[src/sv/sequential_list_engine_defines.svh]
// Assertion helpers shared by the list engine RTL.
// Both expect clk and rst_n in scope.
`ifndef SEQUENTIAL_LIST_ENGINE_DEFINES_SVH
`define SEQUENTIAL_LIST_ENGINE_DEFINES_SVH

// Same-cycle implication.
`define SLE_ASSERT_NOW(lbl, pre, post) \
    lbl: assert property (@(posedge clk) disable iff (!rst_n) (pre) |-> (post)) \
        else $error("sle assertion failed");

// Next-cycle implication.
`define SLE_ASSERT_NEXT(lbl, pre, post) \
    lbl: assert property (@(posedge clk) disable iff (!rst_n) (pre) |=> (post)) \
        else $error("sle assertion failed");

`endif

[src/sv/sle_pkg.sv]
`timescale 1ns / 1ps
package sle_pkg;

    typedef enum logic [3:0] {
        OP_DUMP        = 4'd0,
        OP_INIT        = 4'd1,
        OP_INSERT_AT   = 4'd2,
        OP_INSERT_HEAD = 4'd3,
        OP_INSERT_TAIL = 4'd4,
        OP_SEARCH      = 4'd5,
        OP_DEL_HEAD    = 4'd6,
        OP_DEL_TAIL    = 4'd7,
        OP_DEL_AT      = 4'd8,
        OP_DEL_VALUE   = 4'd9,
        OP_CLEAR       = 4'd10,
        OP_DESTROY     = 4'd11
    } op_t;

    typedef enum logic [2:0] {
        ST_OK       = 3'd0,
        ST_NOINIT   = 3'd1,
        ST_FULL     = 3'd2,
        ST_EMPTY    = 3'd3,
        ST_BADPOS   = 3'd4,
        ST_NOTFOUND = 3'd5
    } status_t;

    typedef struct packed {
        logic [3:0]         operation;
        logic [6:0]         position;
        logic signed [31:0] value;
    } in_word_t;

    typedef struct packed {
        logic [2:0]         status;
        logic signed [31:0] element;
        logic [6:0]         where;
        logic [6:0]         match_count;
        logic [6:0]         list_length;
        logic               last;
    } out_word_t;

    // result word offered by the sequencer to the output register
    typedef struct packed {
        logic      valid;
        out_word_t word;
    } res_t;

endpackage

[src/sv/sle_ram.sv]
`timescale 1ns / 1ps
module sle_ram #(
    parameter int WIDTH = 32,
    parameter int DEPTH = 64
) (
    input  logic                     clk,
    input  logic                     wr_en,
    input  logic [$clog2(DEPTH)-1:0] wr_addr,
    input  logic [WIDTH-1:0]         wr_data,
    input  logic                     rd_en,
    input  logic [$clog2(DEPTH)-1:0] rd_addr,
    output logic [WIDTH-1:0]         rd_data
);

    logic [WIDTH-1:0] mem [DEPTH];

    always_ff @(posedge clk)
    begin
        if (wr_en)
        begin
            mem[wr_addr] <= wr_data;
        end
        // read data holds while rd_en is low
        if (rd_en)
        begin
            rd_data <= mem[rd_addr];
        end
    end

endmodule

[src/sv/sle_seq.sv]
`timescale 1ns / 1ps
`include "sequential_list_engine_defines.svh"
module sle_seq #(
    parameter int CAPACITY = 64
) (
    input  logic                        clk,
    input  logic                        rst_n,
    input  logic                        req_valid,
    output logic                        req_ready,
    input  sle_pkg::in_word_t           req,
    output sle_pkg::res_t               res,
    input  logic                        res_ready,
    output logic                        wr_en,
    output logic [$clog2(CAPACITY)-1:0] wr_addr,
    output logic [31:0]                 wr_data,
    output logic                        rd_en,
    output logic [$clog2(CAPACITY)-1:0] rd_addr,
    input  logic [31:0]                 rd_data
);
    import sle_pkg::*;

    localparam int AW = $clog2(CAPACITY);
    localparam int CW = $clog2(CAPACITY + 1);

    typedef enum logic [2:0] {
        S_IDLE,
        S_RESP,
        S_SCAN,
        S_SHUP,
        S_SHDN
    } state_t;

    state_t         state_reg, state_next;
    logic [CW-1:0]  count_reg, count_next;
    logic           flag_reg, flag_next;
    logic           pend_reg, pend_next;
    logic           more_reg, more_next;
    logic           hold_valid_reg, hold_valid_next;
    logic [CW-1:0]  wr_ptr_reg, wr_ptr_next;
    logic [CW-1:0]  n_reg, n_next;

    logic [3:0]     op_reg, op_next;
    logic [31:0]    val_reg, val_next;
    logic [AW-1:0]  idx_reg, idx_next;
    logic [AW-1:0]  rd_ptr_reg, rd_ptr_next;
    logic [AW-1:0]  end_reg, end_next;
    logic [AW-1:0]  p1_reg, p1_next;
    logic [AW-1:0]  hold_pos_reg, hold_pos_next;
    logic [2:0]     status_reg, status_next;
    logic [6:0]     where_reg, where_next;
    logic [6:0]     mc_reg, mc_next;

    logic [AW-1:0]  ins_idx, del_idx, count_last;
    logic           is_full, pos_bad, consume, descend, hit;

    assign req_ready  = (state_reg == S_IDLE);
    assign is_full    = (count_reg == CW'(CAPACITY));
    assign pos_bad    = (req.position == 7'd0) || (req.position > 7'(count_reg));
    assign count_last = AW'(count_reg - CW'(1));
    assign hit        = (rd_data == val_reg);
    assign descend    = (state_reg == S_SHUP);

    always_comb
    begin
        ins_idx = AW'(count_reg);
        if (req.operation == OP_INSERT_AT)
        begin
            ins_idx = AW'(req.position - 7'd1);
        end
        else if (req.operation == OP_INSERT_HEAD)
        begin
            ins_idx = '0;
        end
        del_idx = AW'(req.position - 7'd1);
        if (req.operation == OP_DEL_HEAD)
        begin
            del_idx = '0;
        end
        else if (req.operation == OP_DEL_TAIL)
        begin
            del_idx = count_last;
        end
    end

    always_comb
    begin
        state_next      = state_reg;
        count_next      = count_reg;
        flag_next       = flag_reg;
        pend_next       = pend_reg;
        more_next       = more_reg;
        hold_valid_next = hold_valid_reg;
        wr_ptr_next     = wr_ptr_reg;
        n_next          = n_reg;
        op_next         = op_reg;
        val_next        = val_reg;
        idx_next        = idx_reg;
        rd_ptr_next     = rd_ptr_reg;
        end_next        = end_reg;
        p1_next         = p1_reg;
        hold_pos_next   = hold_pos_reg;
        status_next     = status_reg;
        where_next      = where_reg;
        mc_next         = mc_reg;
        wr_en           = 1'b0;
        wr_addr         = '0;
        wr_data         = '0;
        rd_en           = 1'b0;
        rd_addr         = rd_ptr_reg;
        res             = '0;
        consume         = 1'b1;

        case (state_reg)
            S_IDLE:
            begin
                if (req_valid)
                begin
                    op_next     = req.operation;
                    val_next    = req.value;
                    status_next = ST_OK;
                    where_next  = '0;
                    mc_next     = '0;
                    state_next  = S_RESP;
                    pend_next   = 1'b0;
                    more_next   = 1'b1;
                    rd_ptr_next = '0;
                    end_next    = count_last;
                    n_next      = '0;
                    wr_ptr_next = '0;
                    hold_valid_next = 1'b0;
                    case (req.operation)
                        OP_INIT:
                        begin
                            flag_next  = 1'b1;
                            count_next = '0;
                        end
                        OP_CLEAR:
                        begin
                            count_next = '0;
                        end
                        OP_DESTROY:
                        begin
                            flag_next  = 1'b0;
                            count_next = '0;
                        end
                        OP_DUMP, OP_SEARCH, OP_DEL_VALUE:
                        begin
                            if (!flag_reg)
                            begin
                                status_next = ST_NOINIT;
                            end
                            else if (count_reg == '0)
                            begin
                                if (req.operation == OP_DEL_VALUE)
                                begin
                                    status_next = ST_NOTFOUND;
                                end
                            end
                            else
                            begin
                                state_next = S_SCAN;
                            end
                        end
                        OP_INSERT_AT, OP_INSERT_HEAD, OP_INSERT_TAIL:
                        begin
                            if (!flag_reg)
                            begin
                                status_next = ST_NOINIT;
                            end
                            else if (req.operation == OP_INSERT_AT && count_reg == '0)
                            begin
                                status_next = ST_EMPTY;
                            end
                            else if (is_full)
                            begin
                                status_next = ST_FULL;
                            end
                            else if (req.operation == OP_INSERT_AT && pos_bad)
                            begin
                                status_next = ST_BADPOS;
                            end
                            else if (CW'(ins_idx) == count_reg)
                            begin
                                // nothing to move: write in place
                                wr_en      = 1'b1;
                                wr_addr    = ins_idx;
                                wr_data    = req.value;
                                count_next = CW'(count_reg + CW'(1));
                            end
                            else
                            begin
                                idx_next    = ins_idx;
                                rd_ptr_next = count_last;
                                end_next    = ins_idx;
                                state_next  = S_SHUP;
                            end
                        end
                        OP_DEL_HEAD, OP_DEL_TAIL, OP_DEL_AT:
                        begin
                            if (!flag_reg)
                            begin
                                status_next = ST_NOINIT;
                            end
                            else if (count_reg == '0)
                            begin
                                status_next = ST_EMPTY;
                            end
                            else if (req.operation == OP_DEL_AT && pos_bad)
                            begin
                                status_next = ST_BADPOS;
                            end
                            else if (del_idx == count_last)
                            begin
                                count_next = CW'(count_reg - CW'(1));
                            end
                            else
                            begin
                                rd_ptr_next = AW'(del_idx + AW'(1));
                                state_next  = S_SHDN;
                            end
                        end
                        default:
                        begin
                            // unused codes answer ok and change nothing
                        end
                    endcase
                end
            end

            S_RESP:
            begin
                res.valid            = 1'b1;
                res.word.status      = status_reg;
                res.word.where       = where_reg;
                res.word.match_count = mc_reg;
                res.word.list_length = 7'(count_reg);
                res.word.last        = 1'b1;
                if (res_ready)
                begin
                    state_next = S_IDLE;
                end
            end

            default:
            begin
                // stage 1: data of entry p1 is on rd_data
                if (pend_reg)
                begin
                    case (state_reg)
                        S_SHUP:
                        begin
                            wr_en   = 1'b1;
                            wr_addr = AW'(p1_reg + AW'(1));
                            wr_data = rd_data;
                        end
                        S_SHDN:
                        begin
                            wr_en   = 1'b1;
                            wr_addr = AW'(p1_reg - AW'(1));
                            wr_data = rd_data;
                        end
                        default:
                        begin
                            if (op_reg == OP_DUMP)
                            begin
                                res.valid            = 1'b1;
                                res.word.element     = rd_data;
                                res.word.where       = 7'(p1_reg) + 7'd1;
                                res.word.list_length = 7'(count_reg);
                                res.word.last        = (7'(p1_reg) + 7'd1 == 7'(count_reg));
                                consume              = res_ready;
                            end
                            else if (op_reg == OP_SEARCH)
                            begin
                                // a match is held back until the next one shows
                                // whether it is the last
                                if (hit && hold_valid_reg)
                                begin
                                    res.valid            = 1'b1;
                                    res.word.where       = 7'(hold_pos_reg) + 7'd1;
                                    res.word.list_length = 7'(count_reg);
                                    consume              = res_ready;
                                end
                                if (consume && hit)
                                begin
                                    hold_valid_next = 1'b1;
                                    hold_pos_next   = p1_reg;
                                    n_next          = CW'(n_reg + CW'(1));
                                end
                            end
                            else
                            begin
                                if (hit)
                                begin
                                    n_next = CW'(n_reg + CW'(1));
                                end
                                else
                                begin
                                    wr_en       = 1'b1;
                                    wr_addr     = wr_ptr_reg[AW-1:0];
                                    wr_data     = rd_data;
                                    wr_ptr_next = CW'(wr_ptr_reg + CW'(1));
                                end
                            end
                        end
                    endcase
                end

                // stage 0: issue the next read
                if (!pend_reg || consume)
                begin
                    if (more_reg)
                    begin
                        rd_en     = 1'b1;
                        pend_next = 1'b1;
                        p1_next   = rd_ptr_reg;
                        if (rd_ptr_reg == end_reg)
                        begin
                            more_next = 1'b0;
                        end
                        else if (descend)
                        begin
                            rd_ptr_next = AW'(rd_ptr_reg - AW'(1));
                        end
                        else
                        begin
                            rd_ptr_next = AW'(rd_ptr_reg + AW'(1));
                        end
                    end
                    else
                    begin
                        pend_next = 1'b0;
                    end
                end

                // walk finished
                if (!pend_reg && !more_reg)
                begin
                    state_next = S_RESP;
                    case (state_reg)
                        S_SHUP:
                        begin
                            wr_en      = 1'b1;
                            wr_addr    = idx_reg;
                            wr_data    = val_reg;
                            count_next = CW'(count_reg + CW'(1));
                        end
                        S_SHDN:
                        begin
                            count_next = CW'(count_reg - CW'(1));
                        end
                        default:
                        begin
                            if (op_reg == OP_DUMP)
                            begin
                                state_next = S_IDLE;
                            end
                            else if (op_reg == OP_SEARCH)
                            begin
                                where_next = hold_valid_reg ? 7'(hold_pos_reg) + 7'd1 : 7'd0;
                                mc_next    = 7'(n_reg);
                            end
                            else
                            begin
                                count_next  = wr_ptr_reg;
                                mc_next     = 7'(n_reg);
                                status_next = (n_reg != '0) ? ST_OK : ST_NOTFOUND;
                            end
                        end
                    endcase
                end
            end
        endcase
    end

    always_ff @(posedge clk or negedge rst_n)
    begin
        if (!rst_n)
        begin
            state_reg      <= S_IDLE;
            count_reg      <= '0;
            flag_reg       <= 1'b0;
            pend_reg       <= 1'b0;
            more_reg       <= 1'b0;
            hold_valid_reg <= 1'b0;
            wr_ptr_reg     <= '0;
            n_reg          <= '0;
        end
        else
        begin
            state_reg      <= state_next;
            count_reg      <= count_next;
            flag_reg       <= flag_next;
            pend_reg       <= pend_next;
            more_reg       <= more_next;
            hold_valid_reg <= hold_valid_next;
            wr_ptr_reg     <= wr_ptr_next;
            n_reg          <= n_next;
        end
    end

    always_ff @(posedge clk)
    begin
        op_reg       <= op_next;
        val_reg      <= val_next;
        idx_reg      <= idx_next;
        rd_ptr_reg   <= rd_ptr_next;
        end_reg      <= end_next;
        p1_reg       <= p1_next;
        hold_pos_reg <= hold_pos_next;
        status_reg   <= status_next;
        where_reg    <= where_next;
        mc_reg       <= mc_next;
    end

    `SLE_ASSERT_NOW(a_count_bound, 1'b1, count_reg <= CW'(CAPACITY))
    `SLE_ASSERT_NOW(a_no_rw_collide, wr_en && rd_en, wr_addr != rd_addr)
    `SLE_ASSERT_NOW(a_noinit_empty, !flag_reg, count_reg == '0)
    `SLE_ASSERT_NEXT(a_accept_busy, req_valid && req_ready, !req_ready)

endmodule

[src/sv/sequential_list_engine.sv]
`timescale 1ns / 1ps
// Ordered list of up to CAPACITY signed 32-bit words held in one RAM.
// req channel (req_valid/req_ready, payload req): one word per operation.
// rsp channel (rsp_valid/rsp_ready, payload rsp): one or more words per
// operation; the final one has last set. Dump gives one word per entry,
// search one per match with the match count on the last.
// One operation is in flight at a time; req_ready is high only while idle.
// Status-only ops and in-place insert/delete read no entry; insert/delete
// with shift walk the entries that move; dump, search and delete-by-value
// walk all n entries, n being the current length.
// The walk reads one RAM entry per cycle while the receiver does not stall.
// A registered output stage lets the result wait while the engine runs on;
// when the receiver stalls, the RAM walk holds and resumes without loss.
// Reset: list not initialized, length 0; RAM contents are not cleared,
// entries beyond the length are never read.
module sequential_list_engine #(
    parameter int CAPACITY = 64
) (
    input  logic               clk,
    input  logic               rst_n,
    input  logic               req_valid,
    output logic               req_ready,
    input  sle_pkg::in_word_t  req,
    output logic               rsp_valid,
    input  logic               rsp_ready,
    output sle_pkg::out_word_t rsp
);
    import sle_pkg::*;

    localparam int AW = $clog2(CAPACITY);

    res_t          res;
    logic          res_ready;
    logic          wr_en, rd_en;
    logic [AW-1:0] wr_addr, rd_addr;
    logic [31:0]   wr_data, rd_data;
    logic          rsp_valid_reg;
    out_word_t     rsp_reg;

    assign res_ready = !rsp_valid_reg || rsp_ready;
    assign rsp_valid = rsp_valid_reg;
    assign rsp       = rsp_reg;

    sle_ram #(
        .WIDTH (32),
        .DEPTH (CAPACITY)
    ) u_ram (
        .clk     (clk),
        .wr_en   (wr_en),
        .wr_addr (wr_addr),
        .wr_data (wr_data),
        .rd_en   (rd_en),
        .rd_addr (rd_addr),
        .rd_data (rd_data)
    );

    sle_seq #(
        .CAPACITY (CAPACITY)
    ) u_seq (
        .clk       (clk),
        .rst_n     (rst_n),
        .req_valid (req_valid),
        .req_ready (req_ready),
        .req       (req),
        .res       (res),
        .res_ready (res_ready),
        .wr_en     (wr_en),
        .wr_addr   (wr_addr),
        .wr_data   (wr_data),
        .rd_en     (rd_en),
        .rd_addr   (rd_addr),
        .rd_data   (rd_data)
    );

    always_ff @(posedge clk or negedge rst_n)
    begin
        if (!rst_n)
        begin
            rsp_valid_reg <= 1'b0;
        end
        else if (res_ready)
        begin
            rsp_valid_reg <= res.valid;
        end
    end

    always_ff @(posedge clk)
    begin
        if (res_ready && res.valid)
        begin
            rsp_reg <= res.word;
        end
    end

endmodule
[config.mk]
export PLATFORM = sky130hd
export DESIGN_NAME = sequential_list_engine
export DESIGN_NICKNAME = d
export VERILOG_FILES = /design/src/sv/sle_pkg.sv /design/src/sv/sle_ram.sv /design/src/sv/sle_seq.sv /design/src/sv/sequential_list_engine.sv
export VERILOG_INCLUDE_DIRS = /design/src /design/src/sv
export SDC_FILE = /design/constraint.sdc
export NUM_CORES = 2
export LEC_CHECK = 0
export BUFFER_PORTS_ARGS = -buffer_cell sky130_fd_sc_hd__buf_4
export CAP_MARGIN = 20
export CORE_ASPECT_RATIO = 2
export CORE_MARGIN = 2
export CORE_UTILIZATION = 50
export DETAILED_ROUTE_END_ITERATION = 7
export PLACE_DENSITY = 0.66
export RECOVER_POWER = 25
export SYNTH_ARGS = -nofsm -noshare
export SYNTH_HDL_FRONTEND = slang
export SYNTH_SLANG_ARGS = --single-unit
[constraint.sdc]
create_clock -name clk -period 6.7 [get_ports clk]
set_input_delay 0.335 -clock clk [delete_from_list [all_inputs] [get_ports clk]]
set_output_delay 0.335 -clock clk [all_outputs]
set_load 0.005 [all_outputs]
==> results_dict.tcl <==
set metrics [dict create \
    ys_warn_count 0 \
    clock-sinks 2249 \
    cts_made_buffers 187 \
    via_count 43000 \
    clock_latency_ps 820 \
    syn_area_um2 88500 \
    crit_fanout 35 \
    seq_area_frac_synth_pct 76.2 \
    fillers 12800 \
    slew_headroom_pct -151 \
    worstReg2RegStart "u_seq.rd_addr[4]" \
    start_util_pct 50.3 \
    io_buffers 105 \
    end_kind "register" \
    route.detailed.drc 0 \
    syn-instance-count 3975 \
    async_flop_share_pct 1.29 \
    rsz0062_at_grt "false" \
    hp-start "req_valid" \
    synth_top_area_share_pct 75.4 \
    dieArea_um2 181000 \
    hold_path_end "u_seq.wr_ptr_reg[6]" \
    cts_tree "done" \
    largest_reg_flops 2048 \
    clk_pin_slew_worst_paths_ps 70 \
    layout-drive-gt1-share_pct 27.3 \
    antenna_found_initial 25 \
    grt_pass1_vias 43900 \
    hold_viol_final 0 \
    status "finished with violations" \
    reg2reg_to "u_ram.rd_data[2]" \
    vdd_drop_max_mv 0.408 \
    fp.dieH_um 599 \
    yosys.area.top_type "edfxtp_1" \
    period_share_pct 92.0 \
    setup_slack_ps 537 \
    wl_um 248000 \
    synthTopCellsByArea "edfxtp_1 (75%), mux4_2 (17%), dfrtp_1 (0.82%)" \
    std_cell_rows 218 \
    hp-class "input port to register" \
    crit_start "req[39]" \
    track_usage_pct 27.8 \
    yosysUniqueCellTypes 75 \
    gr-total-overflow 0 \
    ys.flop_type "edfxtp_1" \
    pre_cts_ws_ps 1040 \
    crit_arrival_ps 6640 \
    coreArea_um2 176000 \
    hold_ws_ps 92.3 \
    ctsResizeCount 0 \
    violations "capacitance limit, slew limit" \
    die_w_um 301 \
    grt_start_max_net_pins 94 \
    max_freq_ghz 0.162 \
    drt-vias-per-instance 6.36 \
    leakagePower_nw 31.2 \
    dp_hpwl_um 163000 \
    drt-initial-drc-count 4642 \
    drv_cap 26 \
    routedWlPerCell_um 36.7 \
    tns_ps 0 \
    setup_viol 0 \
    grt_pass1_wl_um 344000 \
    firstDrtPassIters 7 \
    htree_levels 4 \
    whs_path_depth 4 \
    io_pins 106 \
    worst_pin_slew_ps 3770 \
    p_per_area_nw_per_um2 501 \
    syn-num-nets 4050 \
    ant_nets 0 \
    synth.avg_cell_area_um2 22.3 \
    clockRootBuffer "clkbuf_16" \
    r2r_cells 6 \
    drv_slew 1056 \
    synth-seq-cells 2249 \
    r2r_setup_slack_ps 640 \
    cts_buffer_depth 4 \
    cp_data_required_time_ps 7180 \
    start_kind "input port" \
    fin_worst_skew_ps 38.3 \
    globalplace.congestion 0.938 \
    finalCriticalPeriod_ps 6160 \
    syn2layout_area_growth_pct 12.3 \
    nets 4353 \
    synth-edff-count 2220 \
    worstSetupPathType "input port to register" \
]
[power by group]
group	total, mW	switching, mW	internal [mW]
Combinational	18.6	12.5	6.10
Sequential	20.4	0.573	19.8
Clock	10.7	4.93	5.80
Total	49.7	18.0	31.7
[worst max-delay path by stage]
stage,cells after the start,endpoint,slack [ps]
final,12,u_ram.mem[40][7],540
after global routing,12,u_ram.mem[10][7],530
after CTS,10,u_ram.mem[27][1],1280
after detailed placement,11,u_ram.mem[27][30],1040
after global placement,11,u_ram.mem[27][24],1130
after floorplan,10,rsp[0],1570
[metal layers]
layer | track usage (%) | vias to the layer above | wire length, µm
li1 | - | 17400 | -
met3 | 3.27 | 570 | 14800
met2 | 49.4 | 2015 | 132000
met1 | 30.4 | 23000 | 78200
met4 | 20.7 | 12 | 22500
met5 | 0 | - | 95
[cells in the mapped netlist (4+ instances only)]
| master | n |
|---|---|
| ha_1 | 26 |
| mux2_2 | 16 |
| nand3b_1 | 7 |
| xor2_1 | 23 |
| a2bb2oi_1 | 4 |
| nor3_1 | 14 |
| mux2i_1 | 18 |
| o211ai_1 | 4 |
| buf_1 | 42 |
| o22ai_1 | 14 |
| dfrtp_1 | 29 |
| nand4_1 | 16 |
| or2_2 | 8 |
| inv_1 | 62 |
| a222oi_1 | 32 |
| buf_2 | 11 |
| nor2_1 | 139 |
| a21o_1 | 8 |
| and3_1 | 45 |
| a22o_1 | 11 |
| nor4_1 | 9 |
| nand2b_1 | 5 |
| mux4_2 | 658 |
| or4_1 | 7 |
| nor2b_1 | 9 |
| or3_1 | 10 |
| o21ai_0 | 52 |
| and2_1 | 18 |
| o31ai_1 | 8 |
| nand3_1 | 30 |
| edfxtp_1 | 2220 |
| a31oi_1 | 14 |
| xnor2_1 | 68 |
| clkbuf_1 | 159 |
| nand2_1 | 70 |
| a221o_1 | 4 |
| a21oi_1 | 47 |
[kinds of logic after synthesis]
logic type / count (synthesis) / share of synthesized area (%)
flip-flops: 2249 / 76.2
multiplexers: 692 / 17.2
AND/OR/NAND/NOR: 398 / 2.24
buffers and inverters: 278 / 1.20
AO/OA/AOI/OAI: 239 / 1.91
XOR/XNOR: 91 / 0.901
adder cells (fa/ha/maj): 28 / 0.413
[through the flow]
stage / utilization (%) / total power, mW / cells / cell area, µm²
final: 56.5 / 49.7 / 6761 / 99300
after global routing: 56.5 / 50.9 / 6754 / 99300
after CTS: 56.7 / 49.9 / 6730 / 99800
after detailed placement: 53.2 / 39.3 / 6360 / 93600
after global placement: 53.1 / 39.0 / 6356 / 93500
after floorplan: - / 30.1 / 3975 / 88500
[worst max-delay path: stages]
cell	delay [ps]
dlygate4sd3_1	540
clkbuf_1	470
nor4b_1	880
clkbuf_1	350
nor2_1	80
o211ai_1	320
nor2_1	90
nor4b_4	210
buf_4	310
a222oi_1	490
clkinvlp_2	1630
buf_4	860
[area by class of cell]
| class | instances | area (µm²) | share of cell area (%) |
|---|---|---|---|
| Inverter | 65 | 251 | 0.253 |
| Tap cell | 2310 | 2890 | 2.91 |
| Clock buffer | 217 | 4880 | 4.91 |
| Antenna cell | 30 | 75.1 | 0.0756 |
| Multi-Input combinational cell | 1448 | 20500 | 20.6 |
| Clock inverter | 115 | 962 | 0.969 |
| Sequential cell | 2249 | 67400 | 67.8 |
| Timing Repair Buffer | 327 | 2450 | 2.46 |
[repair_timing]
action / 4_1_cts / 5_1_grt
endpoints found under the hold margin: 66 / 0
hold buffers: 38 / 0
buffers inserted: 0 / 0
[cells in the final DEF, fill, tap and decap left out, drive strengths merged, types with 9 or more instances in the layout]
master / count
edfxtp: 2220
mux4: 658
clkbuf: 351
buf: 156
nor2: 139
clkinv: 101
nand2: 70
xnor2: 68
o21ai: 52
inv: 49
a21oi: 48
and3: 45
dlygate4sd3: 37
a222oi: 32
diode: 30
nand3: 30
dfrtp: 29
ha: 26
xor2: 23
mux2i: 18
and2: 18
nand4: 16
mux2: 16
bufinv: 15
clkinvlp: 15
o22ai: 14
a31oi: 14
nor3: 14
a22o: 11
or3: 10
nor2b: 9
nor4: 9
o31ai: 9
No activity file was read; power rests on OpenSTA's default activity.
